===== config.mk =====
export PLATFORM = sky130hd
export DESIGN_NAME = rhdc_ctrl
export DESIGN_NICKNAME = d
export VERILOG_FILES = /design/src/rtl/rhdc_pkg.sv /design/src/rtl/rhdc_ctrl.sv
export SDC_FILE = /design/constraint.sdc
export NUM_CORES = 1
export LEC_CHECK = 0
export ABC_AREA = 1
export BUFFER_PORTS_ARGS = -buffer_cell sky130_fd_sc_hd__buf_4
export CORE_UTILIZATION = 48
export DETAILED_ROUTE_END_ITERATION = 8
export GPL_ROUTABILITY_DRIVEN = 0
export PLACE_DENSITY = 0.88
export SLEW_MARGIN = 20
export SYNTH_ARGS = -nofsm -noshare
export SYNTH_HDL_FRONTEND = slang
export SYNTH_SLANG_ARGS = --single-unit

===== constraint.sdc =====
create_clock -name clk -period 2.9 [get_ports clk]
set_clock_uncertainty 0.15 [all_clocks]
set_input_delay 0.145 -clock clk [delete_from_list [all_inputs] [get_ports clk]]
set_output_delay 0.145 -clock clk [all_outputs]
set_load 0.02 [all_outputs]

===== src/rtl/rhdc_pkg.sv =====
// Shared types and constants for the recent-hash dedup cache.
// Used by the ring memory, the scan controller and the top level.
package rhdc_pkg;

  localparam int HASH_W   = 64;
  localparam int DEPTH_W  = 7;
  localparam int HEADER_W = 8;

  localparam int CACHED_BIT = 7;

  typedef enum logic [0:0] {
    ST_IDLE,
    ST_SCAN
  } rhdc_state_t;

endpackage


===== src/rtl/rhdc_ctrl.sv =====
// Scan controller: walks the filled ring entries newest first, compares,
// and inserts the hash on a miss. Depends on rhdc_pkg and drives rhdc_ring.
module rhdc_ctrl import rhdc_pkg::*; #(
  parameter int CACHE_ENTRIES = 256,
  parameter int PTR_W         = 8,
  parameter int CNT_W         = 9
) (
  input  logic                clk,
  input  logic                rst,
  input  logic                start,
  output logic                busy,
  input  logic [HASH_W-1:0]   record_hash,
  input  logic [DEPTH_W-1:0]  record_depth,
  output logic                done,
  output logic [HEADER_W-1:0] header_byte,
  output logic [HASH_W-1:0]   hash_out,
  output logic                was_cached,
  output logic                rd_en,
  output logic [PTR_W-1:0]    rd_addr,
  input  logic [HASH_W-1:0]   rd_data,
  output logic                wr_en,
  output logic [PTR_W-1:0]    wr_addr,
  output logic [HASH_W-1:0]   wr_data
);

  localparam logic [PTR_W-1:0] LAST_POS = PTR_W'(CACHE_ENTRIES - 1);
  localparam logic [CNT_W-1:0] FULL_CNT = CNT_W'(CACHE_ENTRIES);

  rhdc_state_t state, state_next;

  logic [HASH_W-1:0]  key;
  logic [DEPTH_W-1:0] depth;
  logic [PTR_W-1:0]   write_pointer, write_pointer_next;
  logic [CNT_W-1:0]   fill_count, fill_count_next;
  logic [PTR_W-1:0]   scan_pos, scan_pos_next;
  logic [CNT_W-1:0]   left, left_next;
  logic               pend, pend_next;
  logic               hit_flag, hit_flag_next;
  logic               done_next;
  logic               accept;
  logic               hit;
  logic               finish;
  logic [PTR_W-1:0]   prev_pos;

  assign accept   = (state == ST_IDLE) && start;
  assign hit      = pend && (rd_data == key);
  assign finish   = (state == ST_SCAN) && (hit || (left == '0));
  assign prev_pos = (scan_pos == '0) ? LAST_POS : scan_pos - PTR_W'(1);

  always_comb begin
    state_next = state;
    unique case (state)
      ST_IDLE: begin
        if (start) begin
          state_next = ST_SCAN;
        end
      end
      ST_SCAN: begin
        if (finish) begin
          state_next = ST_IDLE;
        end
      end
      default: state_next = ST_IDLE;
    endcase
  end

  always_comb begin
    rd_en              = 1'b0;
    rd_addr            = prev_pos;
    wr_en              = 1'b0;
    wr_addr            = write_pointer;
    wr_data            = key;
    write_pointer_next = write_pointer;
    fill_count_next    = fill_count;
    scan_pos_next      = scan_pos;
    left_next          = left;
    pend_next          = 1'b0;
    hit_flag_next      = hit_flag;
    done_next          = 1'b0;
    unique case (state)
      ST_IDLE: begin
        scan_pos_next = write_pointer;
        left_next     = fill_count;
      end
      ST_SCAN: begin
        if (finish) begin
          done_next     = 1'b1;
          hit_flag_next = hit;
          if (!hit) begin
            wr_en              = 1'b1;
            write_pointer_next = (write_pointer == LAST_POS) ? '0
                                 : write_pointer + PTR_W'(1);
            if (fill_count != FULL_CNT) begin
              fill_count_next = fill_count + CNT_W'(1);
            end
          end
        end else begin
          rd_en         = 1'b1;
          pend_next     = 1'b1;
          scan_pos_next = prev_pos;
          left_next     = left - CNT_W'(1);
        end
      end
      default: begin
      end
    endcase
  end

  always_ff @(posedge clk) begin
    if (rst) begin
      state         <= ST_IDLE;
      write_pointer <= '0;
      fill_count    <= '0;
      pend          <= 1'b0;
      done          <= 1'b0;
    end else begin
      state         <= state_next;
      write_pointer <= write_pointer_next;
      fill_count    <= fill_count_next;
      pend          <= pend_next;
      done          <= done_next;
    end
  end

  always_ff @(posedge clk) begin
    scan_pos <= scan_pos_next;
    left     <= left_next;
    hit_flag <= hit_flag_next;
    if (accept) begin
      key   <= record_hash;
      depth <= record_depth;
    end
  end

  assign busy        = (state != ST_IDLE);
  assign hash_out    = key;
  assign was_cached  = hit_flag;
  assign header_byte = {hit_flag, depth};

endmodule


==> Word level (Yosys, flattened, before mapping) <==
Cells that the tools add are included.
{ "totals": {"regBits": 109, "latch_bits": 0, "mem_bits_rw": 0, "mem_bits_ro": 0, "inputBits": 138, "wordCells": 44, "mem_count": 0} }
{ "op_classes": {"n_addsub": 4, "mul": 0, "n_div": 0, "magnitude_cmp": 0, "eq_ne": 4, "n_shift": 0, "mux": 14, "n_bitwise": 2, "reduce_logical": 10} }
{ "ops": {"columns": ["cell", "n"], "rows": [
  ["$eq 64x64->1", 1],
  ["$mux 8", 3],
  ["$pmux 9 s2", 1],
  ["$pmux 8 s2", 1],
  ["$add 9x1->9 const B", 1],
  ["$logic_not 9->1", 1],
  ["$mux 9", 1],
  ["$ne 9x9->1 const B", 1],
  ["$sub 9x1->9 const B", 1],
  ["$add 8x1->8 const B", 1],
  ["$eq 8x8->1 const B", 1],
  ["$logic_not 8->1", 1],
  ["$sub 8x1->8 const B", 1],
  ["$mux 1", 7],
  ["$reduce_and 4->1", 1],
  ["$logic_and 1x1->1", 3],
  ["$reduce_and 3->1", 1],
  ["$ne 2x2->1 const B", 1],
  ["$not 1->1", 2],
  ["$pmux 1 s2", 1],
  ["$reduce_and 2->1", 1],
  ["$reduce_or 2->1", 1],
  ["$logic_or 1x1->1", 1]
]} }

==> Logic depth before layout (Yosys ltp) <==
{ "depth": {"word_depth": 6, "mapped_depth": 14, "mapped_depth_nobuf": 14} }

==> Least setup slack after synthesis <==
Ideal clock, no wire load.
{ "synth_timing": {"path_kind": "register -> register", "from": "register state, in the netlist busy", "to": "register depth[0] (enable)", "arrival_time_ps": 2056, "required_time_ps": 2325, "slack_ps": 269, "stages_incl_launch_ff": 4, "synth_period_minus_slack_ps": 2631, "cell_sequence": "dfxtp_1 > inv_1 > nand2_1 > inv_1"} }
{ "synth_between": {"elab_chain_len": 2} }
{ "synth_rtl": {"columns": ["item", "line", "rtl"], "rows": [
  ["start, declared", "rhdc_ctrl.sv:29", "rhdc_state_t state, state_next;"],
  ["start signal, assigned", "rhdc_ctrl.sv:117", "state <= state_next;"],
  ["$not 1->1 (no source line)", null, null],
  ["$logic_and 1x1->1", "rhdc_ctrl.sv:45", "assign accept = (state == ST_IDLE) && start;"],
  ["via accept", "rhdc_ctrl.sv:40", "logic accept;"],
  ["end signal, assigned", "rhdc_ctrl.sv:131", "depth <= record_depth;"],
  ["end, declared", "rhdc_ctrl.sv:32", "logic [DEPTH_W-1:0] depth;"]
]} }
The timed path passes the listed nets, and every way through them passes these cells.
A chain may end at the register's enable or synchronous reset.

==> Final worst setup path <==
{ "layout_timing": {"from": "register key[28], in the netlist hash_out[28]", "to": "register state, in the netlist busy"} }
{ "layout_between": {"elab_chain_len": 6} }
{ "layout_rtl": {"columns": ["item", "line", "rtl"], "rows": [
  ["start, declared", "rhdc_ctrl.sv:31", "logic [HASH_W-1:0] key;"],
  ["start signal, assigned", "rhdc_ctrl.sv:130", "key <= record_hash;"],
  ["$eq 64x64->1", "rhdc_ctrl.sv:46", "assign hit = pend && (rd_data == key);"],
  ["$logic_and 1x1->1", "rhdc_ctrl.sv:46", null],
  ["$logic_or 1x1->1", "rhdc_ctrl.sv:47", "assign finish = (state == ST_SCAN) && (hit || (left == '0));"],
  ["$logic_and 1x1->1", "rhdc_ctrl.sv:47", null],
  ["$mux 1", "rhdc_ctrl.sv:59", "if (finish) begin"],
  ["$pmux 1 s2", "rhdc_ctrl.sv:52", "unique case (state)"]
]} }
Every way passes these cells.

==> impl_results.md <==
- Routed wire length per instance: 17.6 um
- Met2 usage: 57.5%
- Peak VDD IR: 0.000408 V
- Max-cap violations: 0
- Met3 Use GR: 11.6%
- Mapped Cells: approximately 840
- Final wirelength: 23.4 mm
- Yosys reg bits: 109
- Slew Limit Fails: 0
- Critical path type: reg2reg
- Worst Path Arrival: 2670 ps
- CTS tree: built
- Die area: 14000 um^2
- Num ports: around 300
- Initial Util: 49.1%
- Layout filler cell count: 963
- Post-CTS Resized: 0
- Hpwl dp: between 15 and 20 mm
- Setup crit start kind: flip-flop
- Highest clock rate: 0.389 GHz
- Synth Area per Inst: 7.74 um^2
- Die Width: 118 um
- Hold Path Class: in2reg
- Top Usage Layer GRT: met2
- CTS Buf Count: 9
- Num Clock Sinks: 109
- Global route overflow: 0
- Layout cells sized above 1: 29.1%
- CP top delay family: simple AND/OR/NAND/NOR gates
- Final period utilization: 88.6%
- Final setup fails: 0
- Met1 Use GR: 38.8%
- Clock latency on the worst-skew pair: 360 ps
- N_diodes: 0
- Starting DRT DRC Count: 724
- Vias in the first global route: approximately 6500
- Post-Route Utilization: 71.7%
- H-tree Lvls: 3
- Hold Fails Final Rpt: 0
- Area of the core: 13200 um^2
- Mapped cell area: ~6500 um^2
- Die Ht: 118 um
- Worst R2R Start: hash_out[28]$_DFFE_PP_
- IO Port Bufs: about 290
- Slew headroom: 48.8%
- Worst Setup SP: hash_out[28]$_DFFE_PP_
- Pin count of the biggest net entering global routing: 35
- Worst hold path startpoint: rd_data[63]
- Clock transition at the registers of the reported paths: 80 ps
- RSZ-0062 raised after global routing: no
- First-pass GRT wire length: 35.9 mm
- Root Buffer: clkbuf_16
- Crit path buf inv count: 1
- Overall Global Routing Usage: 34.4%
- Slew @ Worst Pin: approximately 770 ps
- DRC viols: 0
- CTS Buffer Depth: 2
- Area Growth Syn to Fin: 45.9%
- Required time worst endpoint: 3000 ps
- Leakage Power: 4.73 nW
- YS warnings: 0
- Worst path max stage delay: 550 ps
- Synth Net Count: 983
- Antenna violations before repair: 0
- Slowest stage cell on the critical path: dlygate4sd3_1
- NumNets Final: ~1300
- Number of vias per cell: 5.03
- Routed vias: 6691
- Post-synthesis sequential area ratio: 47.4%
- Setup crit end kind: flip-flop
- Router iterations before antenna repair: 5
- Setup Total Neg Slack: 0 ps
- Minimum clock period after layout: around 2600 ps
- Post-synth cell types: 36
- Post-DRT Antenna Nets: 0
- Post-CTS setup buffers: 0
- Worst-path cell chain: xnor2_1, nand2_1, nor2_1, nand2_1, nor2_1, nand3_4, nand3_1, a21oi_1, dlygate4sd3_1
- Outcome: finished clean
- CP max FO: 8
- Rows: 42
- PD cells: 584 nW/um^2
[sequential cells by signal, indices dropped and copies added (netlist names), 7 cells and up]
register    count
depth           7
fill_count      9
hash_out       64
left            9
scan_pos        8
wr_addr         8
[layer usage]
metal / up-vias / wire (um) / part of all wire [%]
li1: 3147 / - / -
met1: 3009 / 8470 / 36
met2: 442 / 11100 / 47
met3: 93 / 2700 / 12
met4: 0 / 1170 / 5.0
met5: - / 0 / 0
[placed cells by master (no fill, tap or decap), types with 2 or more instances in the layout]
master	n
xor2_1	5
inv_2	3
inv_1	149
ha_1	7
nand3_1	19
nand3b_1	2
edfxtp_1	89
o21ai_0	31
nand2_1	233
nand2_2	2
a31oi_1	2
nor4_1	2
nor2_1	128
xnor2_1	14
a21oi_1	3
inv_6	4
or2_2	7
nor2_2	4
buf_4	298
inv_8	2
o21bai_1	5
nor3_1	5
dlygate4sd3_1	73
dfxtp_1	20
clkbuf_16	9
nand3_4	2
o21ai_1	6
nand4_1	18
[Yosys cell counts (all sizes together)]
cell type    n  area share [%]
nand2      235              14
inv        153             8.9
nor2       133             8.0
edfxtp      89              41
buf         66             7.6
o21ai       37             2.9
nand3       22             2.2
dfxtp       20             6.2
nand4       18             1.7
xnor2       14             1.9
or2          8            0.77
ha           7             1.4
clkbuf       6            0.41
nor3         6            0.54
o21bai       5            0.58
xor2         5            0.68
a21oi        3            0.23
a31oi        2            0.19
nand3b       2            0.23
nor4         2            0.19
a21boi       1            0.12
a22oi        1            0.12
and2         1           0.097
nand2b       1           0.097
o31ai        1            0.12
[report_power, final]
| part | switching (mW) | internal [mW] | total (mW) | leakage (nW) |
|---|---|---|---|---|
| Sequential | 0.191 | 1.95 | 2.14 | 1.05 |
| Combinational | 1.26 | 0.879 | 2.14 | 3.54 |
| Clock | 0.609 | 0.629 | 1.24 | 0.145 |
| Total | 2.06 | 3.46 | 5.52 | 4.73 |
[cell families after synthesis]
group           share of synthesized area (%)
compound gates                           4.21
buf+inv                                  17.0
fa+ha+maj                                1.35
simple gates                             27.5
xor+xnor                                 2.57
flops                                    47.4
[final timing paths]
kind	end	slack, ps	cells past startpoint
min reg2reg	left[6]$_DFFE_PN_	430	2
min	was_cached$_DFFE_PP_	340	8
max reg2reg	busy$_SDFF_PP0_	330	9
max	busy$_SDFF_PP0_	330	9
[what timing repair did]
action	CTS	global route
hold endpoints to repair	80	0
endpoints found under the setup margin	0	0
hold buffers	73	0
[worst reg2reg max path, delay by kind of cell (launching register included)]
kind	cells	cell delay, ps
simple gates	6	770
xor+xnor	1	430
buf+inv	1	550
flops	1	470
compound gates	1	80
[stage by stage]
step	power (mW)	instances	setup slack (ps)	hold slack, ps	area, um^2
after detailed placement	4.18	1241	375	174	8440
after global placement	4.14	1241	365	173	8440
final	5.52	1330	330	343	9460
after floorplan	3.40	838	269	93.9	6480
after CTS	5.49	1330	326	318	9460
after global routing	5.80	1330	98.3	340	9460
[final cells by class]
| cell class | count | area, um^2 | share of cell area, % |
|---|---|---|---|
| clock buffers | 11 | 243 | 2.57 |
| inverters | 153 | 579 | 6.12 |
| flip-flops and latches | 109 | 3070 | 32.5 |
| well taps | 176 | 220 | 2.33 |
| repair buffers | 372 | 2990 | 31.6 |
| multi-input cells | 504 | 2310 | 24.4 |
| clock inverters | 5 | 48.8 | 0.516 |
Note: power is estimated with default switching activity, not from simulation.
